--- src/sv/sirac_pkg.sv ---
package sirac_pkg;

	localparam int VALUE_BITS = 32;
	localparam int RADIX_BITS = 6;
	localparam int CHAR_BITS  = 8;
	localparam int DIGIT_BITS = 6;
	localparam int STEP_BITS  = $clog2(VALUE_BITS);
	localparam int DEPTH      = VALUE_BITS;
	localparam int COUNT_BITS = $clog2(DEPTH + 1);
	localparam int MSG_LEN    = 15;
	localparam int MSG_BITS   = $clog2(MSG_LEN);

	localparam logic [RADIX_BITS-1:0] RADIX_MIN = RADIX_BITS'(2);
	localparam logic [RADIX_BITS-1:0] RADIX_MAX = RADIX_BITS'(36);
	localparam logic [DIGIT_BITS-1:0] DIGIT_LIMIT = DIGIT_BITS'(10);

	localparam logic [CHAR_BITS-1:0] CH_ZERO  = 8'h30;
	localparam logic [CHAR_BITS-1:0] CH_LOWA  = 8'h61;
	localparam logic [CHAR_BITS-1:0] CH_MINUS = 8'h2d;

	typedef logic [VALUE_BITS-1:0] value_t;
	typedef logic [RADIX_BITS-1:0] radix_t;
	typedef logic [DIGIT_BITS-1:0] digit_t;
	typedef logic [CHAR_BITS-1:0]  char_t;
	typedef logic [COUNT_BITS-1:0] count_t;
	typedef logic [MSG_BITS-1:0]   msg_idx_t;

	typedef enum logic [2:0] {
		ST_IDLE,
		ST_DIV,
		ST_SIGN,
		ST_DIGIT,
		ST_BAD
	} state_t;

	typedef struct packed {
		logic start;
		value_t dividend;
		radix_t divisor;
	} div_ctl_t;

	typedef struct packed {
		logic push;
		logic pop;
		digit_t digit;
	} stack_ctl_t;

	function automatic char_t digit_char(digit_t d);
		char_t c;
		if (d < DIGIT_LIMIT) begin
			c = CH_ZERO + char_t'(d);
		end else begin
			c = CH_LOWA + char_t'(d - DIGIT_LIMIT);
		end
		return c;
	endfunction

	function automatic char_t bad_char(msg_idx_t i);
		char_t c;
		case (i)
			4'd0:    c = 8'h28;
			4'd1:    c = 8'h69;
			4'd2:    c = 8'h6e;
			4'd3:    c = 8'h76;
			4'd4:    c = 8'h61;
			4'd5:    c = 8'h6c;
			4'd6:    c = 8'h69;
			4'd7:    c = 8'h64;
			4'd8:    c = 8'h20;
			4'd9:    c = 8'h72;
			4'd10:   c = 8'h61;
			4'd11:   c = 8'h64;
			4'd12:   c = 8'h69;
			4'd13:   c = 8'h78;
			4'd14:   c = 8'h29;
			default: c = 8'h29;
		endcase
		return c;
	endfunction

endpackage

--- src/sv/sirac_divider.sv ---
module sirac_divider (
	input  logic                clk,
	input  logic                arst_n,
	input  sirac_pkg::div_ctl_t ctl,
	output logic                done,
	output sirac_pkg::value_t   quot,
	output sirac_pkg::digit_t   rem
);

	localparam logic [sirac_pkg::STEP_BITS-1:0] LAST_STEP =
		sirac_pkg::STEP_BITS'(sirac_pkg::VALUE_BITS - 1);

	sirac_pkg::value_t   q_q;
	sirac_pkg::digit_t   rem_q;
	sirac_pkg::radix_t   div_q;
	logic [sirac_pkg::STEP_BITS-1:0] step_q;
	logic                run_q;
	logic                done_q;

	logic [sirac_pkg::DIGIT_BITS:0] trial;
	logic [sirac_pkg::DIGIT_BITS:0] diff;
	logic                           fits;

	always_comb begin
		trial = {rem_q, q_q[sirac_pkg::VALUE_BITS-1]};
		diff  = trial - {1'b0, div_q};
		fits  = trial >= {1'b0, div_q};
	end

	always_ff @(posedge clk or negedge arst_n) begin
		if (!arst_n) begin
			run_q  <= 1'b0;
			done_q <= 1'b0;
			step_q <= '0;
		end else if (ctl.start) begin
			run_q  <= 1'b1;
			done_q <= 1'b0;
			step_q <= '0;
		end else if (run_q) begin
			step_q <= step_q + 1'b1;
			if (step_q == LAST_STEP) begin
				run_q  <= 1'b0;
				done_q <= 1'b1;
			end
		end else begin
			done_q <= 1'b0;
		end
	end

	always_ff @(posedge clk) begin
		if (ctl.start) begin
			q_q   <= ctl.dividend;
			rem_q <= '0;
			div_q <= ctl.divisor;
		end else if (run_q) begin
			q_q   <= {q_q[sirac_pkg::VALUE_BITS-2:0], fits};
			rem_q <= fits ? diff[sirac_pkg::DIGIT_BITS-1:0] : trial[sirac_pkg::DIGIT_BITS-1:0];
		end
	end

	assign done = done_q;
	assign quot = q_q;
	assign rem  = rem_q;

endmodule

--- src/sv/sirac_digit_stack.sv ---
module sirac_digit_stack (
	input  logic                  clk,
	input  logic                  arst_n,
	input  sirac_pkg::stack_ctl_t ctl,
	output sirac_pkg::digit_t     top,
	output sirac_pkg::count_t     count
);

	sirac_pkg::digit_t entry_q [sirac_pkg::DEPTH];
	sirac_pkg::count_t count_q;

	always_ff @(posedge clk or negedge arst_n) begin
		if (!arst_n) begin
			count_q <= '0;
		end else if (ctl.push) begin
			count_q <= count_q + 1'b1;
		end else if (ctl.pop) begin
			count_q <= count_q - 1'b1;
		end
	end

	always_ff @(posedge clk) begin
		if (ctl.push) begin
			entry_q[0] <= ctl.digit;
			for (int i = 1; i < sirac_pkg::DEPTH; i++) begin
				entry_q[i] <= entry_q[i-1];
			end
		end else if (ctl.pop) begin
			for (int i = 0; i < sirac_pkg::DEPTH - 1; i++) begin
				entry_q[i] <= entry_q[i+1];
			end
		end
	end

	assign top   = entry_q[0];
	assign count = count_q;

endmodule

--- src/sv/signed_int_to_radix_ascii_unit.sv ---
// Signed integer to ASCII text in a radix of 2 to 36.
// Request channel: value and radix, accepted when req_valid is high and
// req_stall is low. req_stall stays high from an accepted item until its
// final character is loaded, so one item is worked on at a time.
// Text channel: char_code, last, bad_radix, one character per item, most
// significant digit first, a leading '-' for negative values, last set on
// the final character. A radix outside 2..36 gives "(invalid radix)" with
// bad_radix set, one character per cycle after acceptance while txt_stall is low.
// Conversion: each digit comes from a bit-serial restoring divider; its
// remainder is pushed on the digit stack and its quotient is divided
// again until it is zero. The digits then leave one per cycle from the
// digit stack while txt_stall is low, and the next request can be taken
// in the cycle after the final character is loaded.
// A high txt_stall holds a valid output and the emitter; nothing is
// lost. A new request is taken while the final character still waits.
// Reset clears the state machine, the output valid and the stack count.
module signed_int_to_radix_ascii_unit (
	input  logic                    clk,
	input  logic                    arst_n,
	input  logic                    req_valid,
	output logic                    req_stall,
	input  logic signed [sirac_pkg::VALUE_BITS-1:0] value,
	input  sirac_pkg::radix_t       radix,
	output logic                    txt_valid,
	input  logic                    txt_stall,
	output sirac_pkg::char_t        char_code,
	output logic                    last,
	output logic                    bad_radix
);

	localparam sirac_pkg::msg_idx_t MSG_LAST = sirac_pkg::MSG_BITS'(sirac_pkg::MSG_LEN - 1);

	sirac_pkg::state_t     state_q, state_d;
	sirac_pkg::radix_t     radix_q;
	logic                  neg_q;
	sirac_pkg::msg_idx_t   idx_q;
	logic                  txt_valid_q;
	sirac_pkg::char_t      char_q;
	logic                  last_q;
	logic                  bad_q;

	sirac_pkg::div_ctl_t   div_ctl;
	logic                  div_done;
	sirac_pkg::value_t     div_quot;
	sirac_pkg::digit_t     div_rem;
	sirac_pkg::stack_ctl_t stk_ctl;
	sirac_pkg::digit_t     stk_top;
	sirac_pkg::count_t     stk_count;

	logic                  accept;
	logic                  radix_ok;
	logic                  out_free;
	logic                  quot_zero;
	sirac_pkg::value_t     mag;
	logic                  load_out;
	sirac_pkg::char_t      char_d;
	logic                  last_d;
	logic                  bad_d;

	sirac_divider u_div (
		.clk    (clk),
		.arst_n (arst_n),
		.ctl    (div_ctl),
		.done   (div_done),
		.quot   (div_quot),
		.rem    (div_rem)
	);

	sirac_digit_stack u_stack (
		.clk    (clk),
		.arst_n (arst_n),
		.ctl    (stk_ctl),
		.top    (stk_top),
		.count  (stk_count)
	);

	assign req_stall = state_q != sirac_pkg::ST_IDLE;
	assign accept    = req_valid && !req_stall;
	assign radix_ok  = radix >= sirac_pkg::RADIX_MIN && radix <= sirac_pkg::RADIX_MAX;
	assign out_free  = !txt_valid_q || !txt_stall;
	assign quot_zero = div_quot == '0;
	assign mag       = value[sirac_pkg::VALUE_BITS-1] ? (~value + 1'b1) : value;

	always_comb begin
		state_d = state_q;
		case (state_q)
			sirac_pkg::ST_IDLE: begin
				if (accept) begin
					state_d = radix_ok ? sirac_pkg::ST_DIV : sirac_pkg::ST_BAD;
				end
			end
			sirac_pkg::ST_DIV: begin
				if (div_done && quot_zero) begin
					state_d = neg_q ? sirac_pkg::ST_SIGN : sirac_pkg::ST_DIGIT;
				end
			end
			sirac_pkg::ST_SIGN: begin
				if (out_free) begin
					state_d = sirac_pkg::ST_DIGIT;
				end
			end
			sirac_pkg::ST_DIGIT: begin
				if (out_free && stk_count == sirac_pkg::COUNT_BITS'(1)) begin
					state_d = sirac_pkg::ST_IDLE;
				end
			end
			sirac_pkg::ST_BAD: begin
				if (out_free && idx_q == MSG_LAST) begin
					state_d = sirac_pkg::ST_IDLE;
				end
			end
			default: state_d = sirac_pkg::ST_IDLE;
		endcase
	end

	always_comb begin
		div_ctl.start    = 1'b0;
		div_ctl.dividend = div_quot;
		div_ctl.divisor  = radix_q;
		stk_ctl.push     = 1'b0;
		stk_ctl.pop      = 1'b0;
		stk_ctl.digit    = div_rem;
		load_out         = 1'b0;
		char_d           = sirac_pkg::digit_char(stk_top);
		last_d           = 1'b0;
		bad_d            = 1'b0;
		case (state_q)
			sirac_pkg::ST_IDLE: begin
				div_ctl.start    = accept && radix_ok;
				div_ctl.dividend = mag;
				div_ctl.divisor  = radix;
			end
			sirac_pkg::ST_DIV: begin
				stk_ctl.push  = div_done;
				div_ctl.start = div_done && !quot_zero;
			end
			sirac_pkg::ST_SIGN: begin
				load_out = out_free;
				char_d   = sirac_pkg::CH_MINUS;
			end
			sirac_pkg::ST_DIGIT: begin
				load_out    = out_free;
				stk_ctl.pop = out_free;
				last_d      = stk_count == sirac_pkg::COUNT_BITS'(1);
			end
			sirac_pkg::ST_BAD: begin
				load_out = out_free;
				char_d   = sirac_pkg::bad_char(idx_q);
				last_d   = idx_q == MSG_LAST;
				bad_d    = 1'b1;
			end
			default: begin
				load_out = 1'b0;
			end
		endcase
	end

	always_ff @(posedge clk or negedge arst_n) begin
		if (!arst_n) begin
			state_q     <= sirac_pkg::ST_IDLE;
			txt_valid_q <= 1'b0;
			idx_q       <= '0;
		end else begin
			state_q <= state_d;
			if (load_out) begin
				txt_valid_q <= 1'b1;
			end else if (!txt_stall) begin
				txt_valid_q <= 1'b0;
			end
			if (accept) begin
				idx_q <= '0;
			end else if (state_q == sirac_pkg::ST_BAD && out_free) begin
				idx_q <= idx_q + 1'b1;
			end
		end
	end

	always_ff @(posedge clk) begin
		if (accept) begin
			radix_q <= radix;
			neg_q   <= value[sirac_pkg::VALUE_BITS-1];
		end
		if (load_out) begin
			char_q <= char_d;
			last_q <= last_d;
			bad_q  <= bad_d;
		end
	end

	assign txt_valid = txt_valid_q;
	assign char_code = char_q;
	assign last      = last_q;
	assign bad_radix = bad_q;

endmodule

--- config.mk ---
export PLATFORM = sky130hd
export DESIGN_NAME = signed_int_to_radix_ascii_unit
export DESIGN_NICKNAME = d
export VERILOG_FILES = /design/src/sv/sirac_pkg.sv /design/src/sv/sirac_divider.sv /design/src/sv/sirac_digit_stack.sv /design/src/sv/signed_int_to_radix_ascii_unit.sv
export SDC_FILE = /design/constraint.sdc
export NUM_CORES = 1
export LEC_CHECK = 0
export BUFFER_PORTS_ARGS = -buffer_cell sky130_fd_sc_hd__buf_2
export CORE_MARGIN = 1
export CORE_UTILIZATION = 45
export CTS_CLUSTER_DIAMETER = 40
export CTS_CLUSTER_SIZE = 25
export DETAILED_ROUTE_END_ITERATION = 10
export GPL_TIMING_DRIVEN = 0
export PLACE_DENSITY = 0.73
export RECOVER_POWER = 100
export SKIP_LAST_GASP = 1
export SYNTH_ARGS = -nofsm -noshare
export SYNTH_HDL_FRONTEND = slang
export SYNTH_SLANG_ARGS = --single-unit
--- constraint.sdc ---
create_clock -name clk -period 13.9 [get_ports clk]
set_input_delay 0 -clock clk [delete_from_list [all_inputs] [get_ports clk]]
set_output_delay 0 -clock clk [all_outputs]
set_load 0.02 [all_outputs]
After elaboration in Yosys (flattened, before gate mapping)
Memory sizes are Yosys's and may differ from the RTL's.
Cells that the tools add are included.

operators by class
  add/sub/neg operators = 9
  $mul = 0
  div/mod/pow operators = 0
  $lt $le $gt $ge = 4
  equality and inequality tests = 15
  shift-type cells = 0
  mux-type cells = 71
  bitwise operators = 32
  reductions and logical operators = 22

operator list
  cell                                                                                  count
  6-bit 2-to-1 mux                                                                      34
  32-bit 2-to-1 mux                                                                     3
  38-bit 2-to-1 mux                                                                     1
  32-bit by 1-bit adder with 32-bit output (second input constant)                      1
  32-bit logical NOT                                                                    1
  32-bit NOT                                                                            1
  1-bit OR                                                                              31
  1-bit 2-to-1 mux                                                                      18
  3-bit 2-to-1 mux                                                                      6
  8-bit case mux with 2 select lines                                                    1
  3-bit case mux with 5 select lines                                                    1
  5-bit 2-to-1 mux                                                                      2
  2-bit inequality test (second input constant)                                         5
  7-bit by 8-bit adder with 8-bit output (first input constant)                         1
  1-bit logical AND                                                                     8
  4-bit 2-to-1 mux                                                                      2
  8-bit 2-to-1 mux                                                                      1
  6-bit by 6-bit adder with 7-bit output (first input constant)                         1
  7-bit by 6-bit greater-or-equal comparator with 1-bit output                          1
  6-bit by 4-bit subtractor with 7-bit output (second input constant)                   1
  6-bit by 1-bit adder with 6-bit output (second input constant)                        1
  3-bit by 2-bit equality test with 1-bit output (second input constant)                2
  6-bit by 1-bit equality test with 1-bit output (second input constant)                1
  6-bit by 2-bit greater-or-equal comparator with 1-bit output (second input constant)  1
  other kinds (21)                                                                      28

storage, ports and cells
  register bits = 82
  latch bits = 0
  bits in writable memories = 192
  memory bits (read-only) = 96
  input bits = 42
  output and inout port bits = 12
  logic and storage cells = 170
  memories kept = 2

memories
  name             words  bits a word  read ports  clocked after memory_dff  write ports  line                    source
  u_stack.entry_q  32     6            32          0                         32           sirac_digit_stack.sv:9  sirac_pkg::digit_t entry_q [sirac_pkg::DEPTH];
  (no name shown)  16     6            1           0                         0            sirac_pkg.sv:60         case (i)

Longest topological paths before layout
  depth after elaboration = 7
  depth in mapped cells = 9
  gate-level depth less buffers = 8

Modules after synthesis
From an unflattened synthesis, not the netlist that was laid out.

unflattened totals
  cell total of the unflattened synthesis = 960
  area, all modules = 13543.0 sq um

by module, submodules not included
  module                          instances  cells an instance  area an instance (sq um)  sequential area each (sq um)
  sirac_digit_stack               1          440                8410.6                    5915.7
  signed_int_to_radix_ascii_unit  1          345                2706.3                    710.7
  sirac_divider                   1          175                2426.1                    1436.4

Worst setup path after synthesis
Ideal clock, no wire load.

  kind = reg-to-reg
  from = reg state_q[1]
  to = mem u_stack.entry_q[0][0] (netlist bit) (enable)
  setup time = 555 ps
  data arrival time = 5227 ps
  data required time = 13345 ps
  setup slack = 8118 ps
  cell stages (with the launch flop) = 6
  path buffers = 2
  period minus slack after synthesis = 5782 ps
  path through = dfrtp_1 > clkbuf_1 > nor2b_1 > nand3_1 > clkbuf_1 > nand2_1

RTL lines
  what                      line                                   source
  start: declaration        signed_int_to_radix_ascii_unit.sv:33   sirac_pkg::state_t state_q, state_d;
  start signal: assignment  signed_int_to_radix_ascii_unit.sv:160  state_q <= sirac_pkg::ST_IDLE;
  start signal: assignment  signed_int_to_radix_ascii_unit.sv:164  state_q <= state_d;
  end: declaration          sirac_digit_stack.sv:9

==> reports/metrics.yaml <==
synth_edf_count: 247
routed_via_density: 5.196
routedWlPerCell_um: 15.00
r2r-start: "state_q[1]$_DFFE_PN0P_"
cts_max_level: 2
clockBufferDepth: 3
crit_path_max_incr_delay_ns: 2.69
rsz0062_at_grt: "no"
antenna_left: 0
ys_ff_latch: 274
slowest_stage: "clkbuf_1"
seq_area_frac_synth_pct: 61.65
grt_overflow: 0
synth_ff_type: "edfxtp_1"
clkTransAtPathRegs_ns: 0.06
dieArea_sq_um: 29750
crit_chain: "clkbuf_1 -> nor2b_1 -> nand3_1 -> clkbuf_1 -> nand2_1 -> clkbuf_1"
power_mw: 3.003
setup_viol: 0
whs_endpoint: "u_div.quot[20]$_DFFE_PP_"
worst_slack_ns: 6.776
synthTopCellsByArea: "edfxtp_1 (57%), nand2_1 (17%), dfrtp_1 (4.0%)"
hold_depth: 3
cts_num_sinks: 274
drc_errors: 0
startpoint: "state_q[1]$_DFFE_PN0P_"
final_nets: 1464
worst_pin_slew_ns: 4.116
syn_area_sq_um: 13080
crit_buf_inv: 3
ir_drop_uv: 93.56
clkPwrFrac_pct: 30.5
cts_resized: 0
drt-initial-drc-count: 805
hold_path.class: "in2reg"
initial_utilization_pct: 45.69
critPathTopFamily: "buffers and inverters"
holdWs_ns: 0.01929
synth_top_family_by_area: "simple AND/OR/NAND/NOR gates"
antenna_found_initial: 0
cell_internal_pwr_mw: 2.084
crit_required_ns: 13.94
place_ws_ns: 10.46
n_antenna_cell: 0
first_global_vias: 9376
final_cell_area_sq_um: 15320
hold_violations: 0
synthMuxAreaShare_pct: 1.387
clk_latency_ns: 0.52
io_buffers: 52
max_freq_mhz: 140.4
avgSynthCellArea_sq_um: 10.27
skew_ns: 0.02089
grt_pass1_wl_um: 45280
die_x_um: 172.5
syn_to_final_growth_pct: 17.11
core-area_sq_um: 28630
synth_compound_area_share_pct: 7.577
synthAdderAreaFrac_pct: 2.258
violations: "capacitance limit, slew limit"
maxCapViolCount: 4
worst-setup-path-type: "reg2reg"
p_comb_share_pct: 23.7
power_switching_share_pct: 30.62
post_route_cells_drive_above_1_share_pct: 7.644
synthesis.instances: 1273
synth-simple-area-share_pct: 21.37
period_minus_slack_ns: 7.124
rows: 62
cts-root-buf: "clkbuf_16"
drv_slew: 225
reg2reg_slack_ns: 6.78
netlist.area_leader.share_pct: 56.71
cts_tree: "done"
async_flop_share_pct: 7.664
ys_warn_count: 0
syn-num-nets: 1338
place_area_sq_um: 13890
post-route-period-util_pct: 51.25
start_kind: "flip-flop"
synth_top_area_cell: "edfxtp_1"
fp.dieH_um: 172.5
wl_um: 27150
post_cts_buffers: 0
yosys.cell_types.count: 59
hpwl_um: 17880
crit_top_cell: "clkbuf_1"
grt_max_degree: 70
firstDrtPassIters: 5
fin_setup_tns_ns: 0
switching_power_mw: 0.9195
r2r-end: "u_stack.entry_q[6][8]$_DFFE_PP_"
grt.total_usage_pct: 19.04
cts_buffers: 36
end_kind: "flip-flop"
vias: 9405
synthXorXnorAreaFrac_pct: 3.080
crit_path_max_fanout: 69
p_per_area_nw_per_um2: 196.1
hp-start: "value[20]"
r2r_cells: 6
cp.arrival_ns: 7.16
relSlewSlack_pct: -177.3
ios: 54
p_seq_share_pct: 45.8
gp_congestion: 0.8546
status: "finished with violations"
leakage_nw: 6.114
## what timing repair did
action,in CTS,in global routing
hold buffers,34,0
setup endpoints to repair,0,0
endpoints found under the hold margin,61,0
## worst max path at each step
stage | end | slack, ns | cells past startpoint
final | u_stack.entry_q[6][8]$_DFFE_PP_ | 6.78 | 6
after global routing | u_stack.entry_q[3][15]$_DFFE_PP_ | 6.07 | 6
after CTS | u_stack.entry_q[5][2]$_DFFE_PP_ | 10.43 | 6
after detailed placement | u_stack.entry_q[7][13]$_DFFE_PP_ | 10.46 | 6
after global placement | u_stack.entry_q[3][14]$_DFFE_PP_ | 5.89 | 5
after floorplan | u_stack.entry_q[0][0]$_DFFE_PP_ | 8.12 | 5
## flip-flops by register name (all words and copies together) (netlist names)
name             cells
u_div.done           1
u_div.rem            6
u_div.quot          32
bad_radix            1
state_q              3
u_div.step_q         5
u_div.div_q          6
idx_q                4
u_div.run_q          1
u_stack.entry_q    192
char_code            8
u_stack.count        6
neg_q                1
txt_valid            1
radix_q              6
last                 1
## synth_stat cells (3+ instances only)
library cell	number
o211ai_1	3
a22o_1	29
xor2_1	17
ha_1	22
o22ai_1	3
nand3_1	15
dfxtp_1	6
a21oi_1	20
xnor2_1	29
a311oi_1	3
o31ai_1	6
o21ai_0	28
or4_1	7
nor2_1	32
a31oi_1	7
a21boi_0	3
nand2b_1	5
mux2_2	7
nand2_1	578
a21o_1	3
o21a_1	5
buf_2	7
nor3_1	8
dfrtp_1	21
buf_1	3
clkbuf_1	49
inv_1	32
nor2b_1	6
edfxtp_1	247
nor4_1	17
or3_1	6
mux2i_1	8
nand4_1	3
and3_1	4
## worst min-delay path, delay by kind of cell
family                    cells  cell delay, ns
AOI/OAI and AO/OA             1            0.18
buffers and inverters         1            0.10
xor gates and xnor gates      1            0.08
## metal layers
metal	track usage, %	vias up	share of wire (%)
met5	0	-	0
met4	6.426	0	2.2
met3	3.250	49	4.5
met2	31.42	208	48
met1	25.40	4512	45
li1	-	4636	-
## logic make-up after synthesis
| logic type | count (synthesis) |
|---|---|
| AOI/OAI and AO/OA | 133 |
| adders and majority gates | 23 |
| buffers and inverters | 91 |
| xor gates and xnor gates | 46 |
| and+or+nand+nor | 690 |
| DFF | 274 |
| muxes | 16 |
## per-stage QoR
stage | utilization (%) | instances
3_5_place_dp | 48.54 | 1711
2_1_floorplan | - | 1273
3_3_place_gp | 48.28 | 1709
5_1_grt | 53.51 | 1810
6_report | 53.51 | 1810
4_1_cts | 53.88 | 1810
## area by class of cell
class                   instances  area [sq um]
plain buffers                  59         225.2
multi-input cells             908          4657
flip-flops and latches        274          8063
inverters                      32         120.1
well taps                     384         480.5
fillers                      2463         13310
clock buffers                  46         980.9
clock inverters                19         207.7
repair buffers                 88         583.1
## cells in the final DEF, fill, tap and decap left out, drive strengths merged, types with 7 or more instances in the layout
cell	instances
o21ai	28
a22o	29
o31ai	8
clkbuf	124
mux2i	8
dlygate4sd3	34
buf	35
nand3	15
dfrtp	21
ha	22
or4	9
xnor2	29
edfxtp	247
xor2	17
nor2	32
inv	37
nor4	17
clkinv	8
nor3	9
a21oi	21
nand2	578
mux2	7
a31oi	7
## power by group through the flow
stage | clock (mW) | sequential, mW | combinational (mW)
2_1_floorplan | 0 | 1.36 | 0.546
3_3_place_gp | 0 | 1.41 | 0.680
3_5_place_dp | 0 | 1.36 | 0.723
4_1_cts | 0.929 | 1.35 | 0.737
5_1_grt | 0.961 | 1.40 | 0.810
6_report | 0.917 | 1.38 | 0.711
(Power assumes the default switching activity.)
